`src/hw/rtl/vlpd_pkg.sv`:
```
// shared types and constants for the varint length-prefix deframer
`timescale 1ns / 1ps

package vlpd_pkg;

  localparam int MAX_PREFIX_BYTES = 5;
  localparam int LEN_W = 21;
  localparam int BYTE_W = 8;
  localparam int DIGIT_W = 7;
  localparam int ACC_RAW_W = DIGIT_W * MAX_PREFIX_BYTES;
  localparam int ACC_W = (ACC_RAW_W > LEN_W) ? ACC_RAW_W : LEN_W + 1;
  localparam int CNT_W = $clog2(MAX_PREFIX_BYTES + 1);
  localparam int ADDR_W = 3;
  localparam int DATA_W = 32;

  localparam logic [LEN_W-1:0] LEN_MAX = {LEN_W{1'b1}};

  typedef enum logic [1:0] {
    KIND_PAYLOAD = 2'd0,
    KIND_EMPTY   = 2'd1,
    KIND_ERROR   = 2'd2
  } kind_t;

  typedef enum logic [1:0] {
    ERR_NONE      = 2'd0,
    ERR_VARINT    = 2'd1,
    ERR_TOO_LARGE = 2'd2
  } err_t;

  typedef enum logic {
    REG_MAX_FRAME_LENGTH = 1'b0
  } reg_idx_t;

  typedef struct packed {
    kind_t             kind;
    logic [BYTE_W-1:0] payload_byte;
    logic              first;
    logic              last;
    logic [LEN_W-1:0]  frame_length;
    err_t              error_code;
  } result_t;

endpackage

```
`src/hw/rtl/vlpd_apb_regs.sv`:
```
// apb configuration register holding the maximum frame length
`timescale 1ns / 1ps

module vlpd_apb_regs import vlpd_pkg::*; (
  input  logic              clk,
  input  logic              rst,
  input  logic              psel,
  input  logic              penable,
  input  logic              pwrite,
  input  logic [ADDR_W-1:0] paddr,
  input  logic [DATA_W-1:0] pwdata,
  output logic [DATA_W-1:0] prdata,
  output logic              pready,
  output logic [LEN_W-1:0]  max_frame_length
);

  reg_idx_t reg_idx;
  logic     addr_hit;
  logic     wr_en;

  assign reg_idx  = reg_idx_t'(paddr[ADDR_W-1]);
  assign addr_hit = (paddr[ADDR_W-2:0] == '0) && (reg_idx == REG_MAX_FRAME_LENGTH);
  assign wr_en    = psel && penable && pwrite && addr_hit;
  assign pready   = 1'b1;

  always_ff @(posedge clk) begin
    if (rst) begin
      max_frame_length <= LEN_MAX;
    end else if (wr_en) begin
      max_frame_length <= pwdata[LEN_W-1:0];
    end
  end

  always_comb begin
    prdata = '0;
    if (addr_hit) begin
      prdata = DATA_W'(max_frame_length);
    end
  end

endmodule

```
`src/hw/rtl/vlpd_parser.sv`:
```
// length prefix decode and payload tracking, one byte per step
`timescale 1ns / 1ps

module vlpd_parser import vlpd_pkg::*; (
  input  logic              clk,
  input  logic              rst,
  input  logic              step,
  input  logic [BYTE_W-1:0] stream_byte,
  input  logic [LEN_W-1:0]  max_frame_length,
  output logic              res_valid,
  output result_t           res
);

  logic             in_payload, in_payload_next;
  logic [CNT_W-1:0] prefix_byte_count, prefix_byte_count_next;
  logic [ACC_W-1:0] length_accumulator, length_accumulator_next;
  logic [LEN_W-1:0] bytes_remaining, bytes_remaining_next;

  logic [ACC_W-1:0] acc_base;
  logic [ACC_W-1:0] acc_digit;
  logic [ACC_W-1:0] acc_new;
  logic [LEN_W-1:0] acc_sat;
  logic [LEN_W-1:0] rem_dec;

  always_comb begin
    acc_digit = '0;
    for (int i = 0; i < MAX_PREFIX_BYTES; i++) begin
      if (prefix_byte_count == CNT_W'(i)) begin
        acc_digit = ACC_W'(stream_byte[DIGIT_W-1:0]) << (DIGIT_W * i);
      end
    end
  end

  assign acc_base = (prefix_byte_count == '0) ? '0 : length_accumulator;
  assign acc_new  = acc_base | acc_digit;
  assign acc_sat  = (|acc_new[ACC_W-1:LEN_W]) ? LEN_MAX : acc_new[LEN_W-1:0];
  assign rem_dec  = bytes_remaining - LEN_W'(1);

  always_comb begin
    in_payload_next         = in_payload;
    prefix_byte_count_next  = prefix_byte_count;
    length_accumulator_next = length_accumulator;
    bytes_remaining_next    = bytes_remaining;
    res_valid               = 1'b0;
    res                     = '{kind: KIND_PAYLOAD, payload_byte: '0, first: 1'b0,
                                last: 1'b0, frame_length: '0, error_code: ERR_NONE};

    if (in_payload && (bytes_remaining != '0)) begin
      // payload byte
      res_valid          = 1'b1;
      res.payload_byte   = stream_byte;
      res.first          = (bytes_remaining == length_accumulator[LEN_W-1:0]);
      res.last           = (rem_dec == '0);
      res.frame_length   = length_accumulator[LEN_W-1:0];
      bytes_remaining_next = rem_dec;
      if (rem_dec == '0) begin
        in_payload_next         = 1'b0;
        prefix_byte_count_next  = '0;
        length_accumulator_next = '0;
      end
    end else if (prefix_byte_count >= CNT_W'(MAX_PREFIX_BYTES)) begin
      // prefix too long
      res_valid               = 1'b1;
      res.kind                = KIND_ERROR;
      res.error_code          = ERR_VARINT;
      in_payload_next         = 1'b0;
      prefix_byte_count_next  = '0;
      length_accumulator_next = '0;
      bytes_remaining_next    = '0;
    end else if (stream_byte[BYTE_W-1]) begin
      // more length bytes follow
      length_accumulator_next = acc_new;
      prefix_byte_count_next  = prefix_byte_count + CNT_W'(1);
    end else if (acc_new > ACC_W'(max_frame_length)) begin
      res_valid               = 1'b1;
      res.kind                = KIND_ERROR;
      res.error_code          = ERR_TOO_LARGE;
      res.frame_length        = acc_sat;
      in_payload_next         = 1'b0;
      prefix_byte_count_next  = '0;
      length_accumulator_next = '0;
      bytes_remaining_next    = '0;
    end else if (acc_new == '0) begin
      res_valid               = 1'b1;
      res.kind                = KIND_EMPTY;
      in_payload_next         = 1'b0;
      prefix_byte_count_next  = '0;
      length_accumulator_next = '0;
      bytes_remaining_next    = '0;
    end else begin
      in_payload_next         = 1'b1;
      prefix_byte_count_next  = '0;
      length_accumulator_next = acc_new;
      bytes_remaining_next    = acc_new[LEN_W-1:0];
    end
  end

  always_ff @(posedge clk) begin
    if (rst) begin
      in_payload         <= 1'b0;
      prefix_byte_count  <= '0;
      length_accumulator <= '0;
      bytes_remaining    <= '0;
    end else if (step) begin
      in_payload         <= in_payload_next;
      prefix_byte_count  <= prefix_byte_count_next;
      length_accumulator <= length_accumulator_next;
      bytes_remaining    <= bytes_remaining_next;
    end
  end

  a_payload_no_prefix: assert property (@(posedge clk) disable iff (rst)
    in_payload |-> (prefix_byte_count == '0) && (bytes_remaining != '0))
    else $error("payload state with prefix count or nothing remaining");

  a_count_bounded: assert property (@(posedge clk) disable iff (rst)
    prefix_byte_count <= CNT_W'(MAX_PREFIX_BYTES))
    else $error("prefix byte count out of range");

  a_remaining_within_length: assert property (@(posedge clk) disable iff (rst)
    in_payload |-> (ACC_W'(bytes_remaining) <= length_accumulator))
    else $error("remaining count above frame length");

  a_hold_without_step: assert property (@(posedge clk) disable iff (rst)
    !step |=> $stable(bytes_remaining) && $stable(in_payload))
    else $error("parser state moved without a step");

endmodule

```
`src/hw/rtl/vlpd_out_stage.sv`:
```
// result register between the parser and the output channel
`timescale 1ns / 1ps

module vlpd_out_stage import vlpd_pkg::*; (
  input  logic    clk,
  input  logic    rst,
  input  logic    load,
  input  result_t res,
  output logic    can_take,
  output logic    out_valid,
  input  logic    out_ready,
  output result_t out_res
);

  assign can_take = !out_valid || out_ready;

  always_ff @(posedge clk) begin
    if (rst) begin
      out_valid <= 1'b0;
    end else if (load) begin
      out_valid <= 1'b1;
    end else if (out_ready) begin
      out_valid <= 1'b0;
    end
  end

  always_ff @(posedge clk) begin
    if (load) begin
      out_res <= res;
    end
  end

  a_no_overwrite: assert property (@(posedge clk) disable iff (rst)
    load |-> can_take)
    else $error("result loaded over a pending request");

  a_error_has_code: assert property (@(posedge clk) disable iff (rst)
    out_valid && (out_res.kind == KIND_ERROR) |-> (out_res.error_code != ERR_NONE))
    else $error("error result without a code");

  a_marks_only_on_payload: assert property (@(posedge clk) disable iff (rst)
    out_valid && (out_res.kind != KIND_PAYLOAD) |->
      !out_res.first && !out_res.last && (out_res.payload_byte == '0))
    else $error("payload fields set on a non-payload result");

endmodule

```
`src/hw/rtl/varint_length_prefix_deframer.sv`:
```
// top level of the varint length-prefix deframer
//
//   channel   signals                          direction  request moves
//   input     in_valid/in_ready, stream_byte   in         one stream byte
//   output    out_valid/out_ready, result_*    out        one result (or none per byte)
//   config    psel/penable/pwrite/paddr/...    in         max_frame_length write
//
// one byte per cycle sustained unless a held result stalls the input
// input register, combinational decode, result register; length state updates per byte
// synchronous active-high reset clears state and sets max_frame_length to all ones
// a held result stalls only bytes that produce a result; prefix bytes keep flowing
`timescale 1ns / 1ps

module varint_length_prefix_deframer import vlpd_pkg::*; (
  input  logic              clk,
  input  logic              rst,
  input  logic              psel,
  input  logic              penable,
  input  logic              pwrite,
  input  logic [ADDR_W-1:0] paddr,
  input  logic [DATA_W-1:0] pwdata,
  output logic [DATA_W-1:0] prdata,
  output logic              pready,
  input  logic              in_valid,
  output logic              in_ready,
  input  logic [BYTE_W-1:0] stream_byte,
  output logic              out_valid,
  input  logic              out_ready,
  output logic [1:0]        result_kind,
  output logic [BYTE_W-1:0] payload_byte,
  output logic              first_of_frame,
  output logic              last_of_frame,
  output logic [LEN_W-1:0]  frame_length,
  output logic [1:0]        error_code
);

  logic              s1_valid;
  logic [BYTE_W-1:0] s1_byte;
  logic              step;
  logic              res_valid;
  logic              can_take;
  logic [LEN_W-1:0]  max_frame_length;
  result_t           res;
  result_t           out_res;

  vlpd_apb_regs u_regs (
    .clk              (clk),
    .rst              (rst),
    .psel             (psel),
    .penable          (penable),
    .pwrite           (pwrite),
    .paddr            (paddr),
    .pwdata           (pwdata),
    .prdata           (prdata),
    .pready           (pready),
    .max_frame_length (max_frame_length)
  );

  assign step     = s1_valid && (!res_valid || can_take);
  assign in_ready = !s1_valid || step;

  always_ff @(posedge clk) begin
    if (rst) begin
      s1_valid <= 1'b0;
    end else if (in_valid && in_ready) begin
      s1_valid <= 1'b1;
    end else if (step) begin
      s1_valid <= 1'b0;
    end
  end

  always_ff @(posedge clk) begin
    if (in_valid && in_ready) begin
      s1_byte <= stream_byte;
    end
  end

  vlpd_parser u_parser (
    .clk              (clk),
    .rst              (rst),
    .step             (step),
    .stream_byte      (s1_byte),
    .max_frame_length (max_frame_length),
    .res_valid        (res_valid),
    .res              (res)
  );

  vlpd_out_stage u_out (
    .clk       (clk),
    .rst       (rst),
    .load      (step && res_valid),
    .res       (res),
    .can_take  (can_take),
    .out_valid (out_valid),
    .out_ready (out_ready),
    .out_res   (out_res)
  );

  assign result_kind    = out_res.kind;
  assign payload_byte   = out_res.payload_byte;
  assign first_of_frame = out_res.first;
  assign last_of_frame  = out_res.last;
  assign frame_length   = out_res.frame_length;
  assign error_code     = out_res.error_code;

endmodule
```
`config.mk`:
```
export PLATFORM = sky130hd
export DESIGN_NAME = varint_length_prefix_deframer
export DESIGN_NICKNAME = d
export VERILOG_FILES = /design/src/hw/rtl/vlpd_pkg.sv /design/src/hw/rtl/vlpd_apb_regs.sv /design/src/hw/rtl/vlpd_parser.sv /design/src/hw/rtl/vlpd_out_stage.sv /design/src/hw/rtl/varint_length_prefix_deframer.sv
export SDC_FILE = /design/constraint.sdc
export NUM_CORES = 1
export LEC_CHECK = 0
export BUFFER_PORTS_ARGS = -buffer_cell sky130_fd_sc_hd__clkbuf_2
export CAP_MARGIN = 20
export CELL_PAD_IN_SITES_DETAIL_PLACEMENT = 1
export CELL_PAD_IN_SITES_GLOBAL_PLACEMENT = 2
export CORE_ASPECT_RATIO = 1.4
export CORE_MARGIN = 2
export CORE_UTILIZATION = 35
export CTS_CLUSTER_DIAMETER = 200
export CTS_CLUSTER_SIZE = 8
export DETAILED_ROUTE_END_ITERATION = 16
export GPL_TIMING_DRIVEN = 0
export MAX_ROUTING_LAYER = met4
export PLACE_DENSITY = 0.84
export SYNTH_ARGS = -nofsm -noshare
export SYNTH_HDL_FRONTEND = slang
export SYNTH_HIERARCHICAL = 1
export SYNTH_SLANG_ARGS = --single-unit
```
`constraint.sdc`:
```
create_clock -name clk -period 6.9 [get_ports clk]
set_input_delay 0.345 -clock clk [delete_from_list [all_inputs] [get_ports clk]]
set_output_delay 0.345 -clock clk [all_outputs]
set_load 0.01 [all_outputs]
```
After elaboration in Yosys (flattened, before gate mapping) --
Index checks and enable logic that the tools add are counted. Widths: inputs -> output; s select.
Operators by class: add/subtract/negate cells 2, multipliers 0, div/mod/pow operators 0, $lt $le $gt $ge 2, eq/ne operators 7, shift operators 0, multiplexer cells 47, bitwise operators 2, reductions and logical operators 27
Operators with widths (number):
- $mux 35 | 11
- $mux 21 | 9
- $mux 23 | 2
- $gt 35x21->1 | 1
- $logic_not 35->1 | 1
- $or 35x35->35 | 1
- $eq 21x21->1 | 1
- $logic_not 21->1 | 1
- $reduce_bool 21->1 | 1
- $sub 21x1->21 const B | 1
- $mux 1 | 17
- $reduce_or 14->1 | 1
- $mux 3 | 4
- $logic_and 1x1->1 | 8
- $mux 7 | 1
- $eq 3x2->1 const B | 2
- $mux 2 | 3
- $reduce_and 2->1 | 2
- $reduce_bool 2->1 | 2
- $reduce_or 4->1 | 1
- $add 3x1->3 const B | 1
- $eq 3x1->1 const B | 1
- $eq 3x3->1 const B | 1
- $ge 3x3->1 const B | 1
- 9 further kinds | 13
Word-level totals: flip-flop bits (word level) 126, latch bits 0, RAM bits 0, bits in read-only memories 0, bits of input ports 50, memories kept 0

Logic depth before layout (Yosys ltp) --
depth in word-level cells 19, depth in mapped cells 25

Hierarchy --
The synthesis kept the hierarchy.
By module, submodules not included:
- vlpd_parser | times used 1, cells an instance 632, area each 4933.5 um^2
- vlpd_out_stage | times used 1, cells an instance 39, area each 1097.3 um^2
- vlpd_apb_regs | times used 1, cells an instance 135, area each 1061.0 um^2
- varint_length_prefix_deframer | times used 1, cells an instance 16, area each 320.3 um^2

Worst setup path before layout --
Ideal clock, no wire load.
path type reg2reg, start point reg u_parser.prefix_byte_count[2], end point reg u_parser.length_accumulator[33], library setup time 0.078 ns, data arrival time 5.434 ns, setup slack 1.388 ns, cell stages (with the launch flop) 23, cells stage by stage dfxtp_1 > clkbuf_1 > inv_1 > ha_1 > nor4b_1 > a22oi_1 > inv_1 > ha_1 > a211oi_1 > o211ai_1 > a211oi_1 > o22ai_1 > o31ai_1 > and3_1 > clkbuf_1 > inv_1 > a21boi_0 > clkinv_1 > nor2_1 > and3_1 > clkbuf_1 > a41oi_1 > nor3_1
On the way: cells in the longest elaborated chain, start to end 17, elaborated cells between the ends (all ways) 29, those cells by class order compare (2); eq/ne (4); mux (16); bitwise (1); reduce/logical (6)
RTL lines:
- start: declaration | RTL line vlpd_parser.sv:15 | logic [CNT_W-1:0] prefix_byte_count, prefix_byte_count_next;
- start signal: assignment | RTL line vlpd_parser.sv:106 | prefix_byte_count <= prefix_byte_count_next;
- parallel branches: the longest is 11 deep, another holds $gt 35x21->1
- $mux 1 * | RTL line vlpd_parser.sv:61 | end else if (prefix_byte_count >= CNT_W'(MAX_PREFIX_BYTES)) begin
- $mux 1 * | RTL line vlpd_parser.sv:48 | if (in_payload && (bytes_remaining != '0)) begin
- net res_valid | RTL line varint_length_prefix_deframer.sv:40 | logic res_valid;
- $logic_not 1->1 * | RTL line varint_length_prefix_deframer.sv:59 | assign step = s1_valid && (!res_valid || can_take);
- $logic_or 1x1->1 * | RTL line varint_length_prefix_deframer.sv:59
- $logic_and 1x1->1 * | RTL line varint_length_prefix_deframer.sv:59
- net step | RTL line varint_length_prefix_deframer.sv:39 | logic step;
- $reduce_and 2->1 (no source line) *
- end signal: assignment | RTL line vlpd_parser.sv:107 | length_accumulator <= length_accumulator_next;
- end: declaration | RTL line vlpd_parser.sv:16 | logic [ACC_W-1:0] length_accumulator, length_accumulator_next;
Mark *: on every way through the listed nets, which the timed path passes. A chain may end at the register's enable or synchronous reset.

Worst setup path in the final report --
start point reg u_parser.prefix_byte_count[2], end point reg u_parser.length_accumulator[3]
Same word-level chain as after synthesis.

==> flow_metrics.tcl <==
set metrics [dict create \
    outcome "finished, final reports clean" \
    yosys_most_used_dff "sky130_fd_sc_hd__dfxtp_1" \
    areaGrowthSynthToFinish_pct 20.3 \
    post_synth_most_frequent_cells "83 x sky130_fd_sc_hd__dfxtp_1, 64 x sky130_fd_sc_hd__nand2_1, 57 x sky130_fd_sc_hd__inv_1" \
    route.detailed.wl_per_inst_um 20.4 \
    cp_data_required_time_ns 7.25 \
    post-place-ws_ns -0.610 \
    grt_usage_pct 23.0 \
    syn_area_um2 7410 \
    port_buffers 96 \
    synth_seq_area_share_pct 39.8 \
    die_width_um 127 \
    finish.net_count 1026 \
    yosys_warnings 6 \
    detailed_route_wl_um 24900 \
    worst_ep_arrival_time_ns 6.93 \
    grt.overflow.total 0 \
    drc_violation_count_after_routing 0 \
    power_per_cell_area_nw_per_um2 238 \
    antenna_cells 0 \
    power.leakage_nw 4.12 \
    synth.avg_cell_area_um2 9.02 \
    holdWs_ns 0.0847 \
    hold_path.class "input pin to flip-flop" \
    tritoncts_sink_count 126 \
    initial_antenna_violation_count 0 \
    std_cell_rows 63 \
    groute.layer.met1.usage_pct 25.1 \
    dp_hpwl_um 19100 \
    coreArea_um2 21000 \
    timing_max_transition_violations_final 0 \
    use_met3_pct 4.39 \
    timing_worst_setup_path_type "flip-flop to flip-flop" \
    drt_iter0_markers 397 \
    worst_slew_pin_slew_ns 0.941 \
    final-hold-violation-count 0 \
    setup.worst_path.end_class "flip-flop" \
    post_cts_buffers 0 \
    grtUsageMet2_pct 40.1 \
    netlist-cell-type-count 79 \
    total_power_mw 2.12 \
    multi_input_comb_area_um2 3870 \
    skew_ns 0.00773 \
    drv_cap 0 \
    place_congestion 0.928 \
    synth_seq_cells 126 \
    tritoncts_clock_tree "done" \
    post_dp_cell_area_um2 8270 \
    root_buffer "sky130_fd_sc_hd__clkbuf_16" \
    grt_pass1_vias 6938 \
    total_iterations_of_the_first_detailed_routing_run 6 \
    fp.dieArea_um2 22400 \
    syn_inst 822 \
    slew_headroom_pct 37.1 \
    synth-edff-count 43 \
    clk_transition_reported_paths_ns 0.06 \
    worst_ir_drop_vdd_uv 162 \
    ctsHtreeMaxLevel 4 \
    setup_repair_after_global_routing_missed_its_margin "no" \
    synth_top_cell_area_share_pct 22.4 \
    drt.antenna.violating_nets 0 \
    critical_path_peak_fanout 10 \
    routed_via_density 5.62 \
    grt_first_pass_wirelength_um 38500 \
    timing.final.crit_period_ns 6.58 \
    fmax_ghz 0.152 \
    num-fill-cells 2484 \
    yosys.area.top_type "sky130_fd_sc_hd__dfxtp_1" \
    final_period_utilization_pct 95.4 \
    final_design_area_no_fill_um2 8910 \
    pin_count_of_the_biggest_net_entering_global_routing 37 \
    io_pins 120 \
    cts-buffers-inserted 17 \
    finalCoreUtilization_pct 42.5 \
    synth_async_sr_flop_share_pct 0 \
    layout_setup_ws_ns 0.316 \
    detailroute.via_count 6856 \
    initial_core_util_pct 35.4 \
    fraction_of_layout_instances_using_a_drive_strength_above_1_pct 20.3 \
    ctsLongestPathBuffers 2 \
    setup-violations-final 0 \
    global_route.peak_usage_layer "met2" \
    critical_path.startpoint_type "flip-flop" \
    floorplan.die.height_um 176 \
    register_area_um2 2950 \
    worstSkewPairLatency_ns 0.43 \
    synth_area_leaders "sky130_fd_sc_hd__dfxtp_1 22%, sky130_fd_sc_hd__edfxtp_1 17%, sky130_fd_sc_hd__ha_1 4.9%" \
    yosysMostFrequentCell "sky130_fd_sc_hd__dfxtp_1" \
]
-- sequential cells by signal (all words and copies together) (netlist names) --
register	cells
s1_byte	8
s1_valid	1
u_out/out_res	35
u_out/out_valid	1
u_parser/bytes_remaining	21
u_parser/in_payload	1
u_parser/length_accumulator	35
u_parser/prefix_byte_count	3
u_regs/max_frame_length	21
-- layer usage --
layer | wire length (um) | vias to the layer above
li1 | - | 3274
met1 | 9970 | 3303
met2 | 12700 | 214
met3 | 1140 | 65
met4 | 1040 | 0
met5 | 0 | -
-- cell usage in the layout, fill, tap and decap left out, types with 8 or more instances in the layout --
master,netlist,routed
sky130_fd_sc_hd__a22o_1,22,22
sky130_fd_sc_hd__buf_4,13,13
sky130_fd_sc_hd__nor2_1,36,35
sky130_fd_sc_hd__nor4_1,19,19
sky130_fd_sc_hd__edfxtp_1,43,43
sky130_fd_sc_hd__o2bb2ai_1,19,19
sky130_fd_sc_hd__nand3_1,18,18
sky130_fd_sc_hd__a31oi_1,25,24
sky130_fd_sc_hd__and2_1,33,33
sky130_fd_sc_hd__a211oi_1,8,8
sky130_fd_sc_hd__a221oi_1,12,12
sky130_fd_sc_hd__a22oi_1,22,22
sky130_fd_sc_hd__nor3_1,30,30
sky130_fd_sc_hd__a21oi_1,41,41
sky130_fd_sc_hd__clkbuf_1,42,38
sky130_fd_sc_hd__inv_1,57,57
sky130_fd_sc_hd__clkbuf_16,0,17
sky130_fd_sc_hd__dfxtp_1,83,83
sky130_fd_sc_hd__nand4_1,14,14
sky130_fd_sc_hd__conb_1,2,12
sky130_fd_sc_hd__or4_1,10,10
sky130_fd_sc_hd__nand2_1,64,64
sky130_fd_sc_hd__xor2_1,23,23
sky130_fd_sc_hd__clkbuf_2,1,100
sky130_fd_sc_hd__o21ai_1,21,21
sky130_fd_sc_hd__ha_1,29,29
sky130_fd_sc_hd__o21ai_0,16,16
-- layout make-up --
| class | instances | area share (%) |
|---|---|---|
| multi-input cells | 574 | 43.4 |
| flip-flops and latches | 126 | 33.1 |
| repair buffers | 97 | 5.45 |
| plain buffers | 73 | 4.98 |
| clock buffers | 17 | 4.77 |
| well taps | 260 | 3.65 |
| inverters | 58 | 2.46 |
| clock inverters | 15 | 2.19 |
-- logic make-up after synthesis --
| group | count (synthesis) | share of synthesized area, % |
|---|---|---|
| simple gates | 268 | 20.0 |
| compound gates | 233 | 22.4 |
| buf+inv | 132 | 8.93 |
| flops | 126 | 39.8 |
| xor+xnor | 30 | 3.54 |
| fa+ha+maj | 29 | 4.90 |
| other cells | 2 | 0.101 |
| mux | 2 | 0.287 |
-- per-stage QoR --
stage	instances	TNS (ns)
after floorplan	832	0
after global placement	1188	-86.90
after detailed placement	1189	-23.55
after CTS	1220	0
after global routing	1220	0
final	1220	0
-- critical path, cell delays in order (launching register included) --
cell and delay [ns]:
sky130_fd_sc_hd__dfxtp_1 0.35, sky130_fd_sc_hd__clkbuf_2 0.24, sky130_fd_sc_hd__inv_1 0.07, sky130_fd_sc_hd__ha_1 0.25, sky130_fd_sc_hd__clkbuf_1 0.23, sky130_fd_sc_hd__nor4_1 0.42, sky130_fd_sc_hd__and2_1 0.18, sky130_fd_sc_hd__clkbuf_1 0.30
sky130_fd_sc_hd__a22oi_1 0.21, sky130_fd_sc_hd__inv_1 0.17, sky130_fd_sc_hd__ha_1 0.26, sky130_fd_sc_hd__a21oi_1 0.15, sky130_fd_sc_hd__o21ai_0 0.12, sky130_fd_sc_hd__a211oi_1 0.49, sky130_fd_sc_hd__o22ai_1 0.28, sky130_fd_sc_hd__o31ai_2 0.34
sky130_fd_sc_hd__and3_2 0.36, sky130_fd_sc_hd__inv_1 0.13, sky130_fd_sc_hd__a21boi_0 0.26, sky130_fd_sc_hd__buf_2 0.27, sky130_fd_sc_hd__clkinv_2 0.23, sky130_fd_sc_hd__nor2_4 0.29, sky130_fd_sc_hd__nand4_1 0.30, sky130_fd_sc_hd__clkbuf_1 0.35
sky130_fd_sc_hd__o2bb2ai_1 0.24
-- final timing paths --
path                                  from                        endpoint  slack (ns)  cells after the start
min                         stream_byte[3]                      s1_byte[3]        0.08                      1
max          u_parser/prefix_byte_count[2]  u_parser/length_accumulator[3]        0.32                     24
min reg2reg     u_regs/max_frame_length[8]      u_regs/max_frame_length[8]        0.47                      2
max reg2reg  u_parser/prefix_byte_count[2]  u_parser/length_accumulator[3]        0.32                     24
-- what timing repair did --
action | 4_1_cts | 5_1_grt
gates resized for setup | 5 | 7
endpoints found under the setup margin | 50 | 51
hold buffers | 0 | 0
-- power by group --
part | internal [mW] | switching, mW | leakage, nW
registers | 0.787 | 0.0240 | 1.13
clock network | 0.602 | 0.352 | 0.296
logic | 0.127 | 0.231 | 2.69
total | 1.52 | 0.607 | 4.12
(Power assumes the default switching activity.)
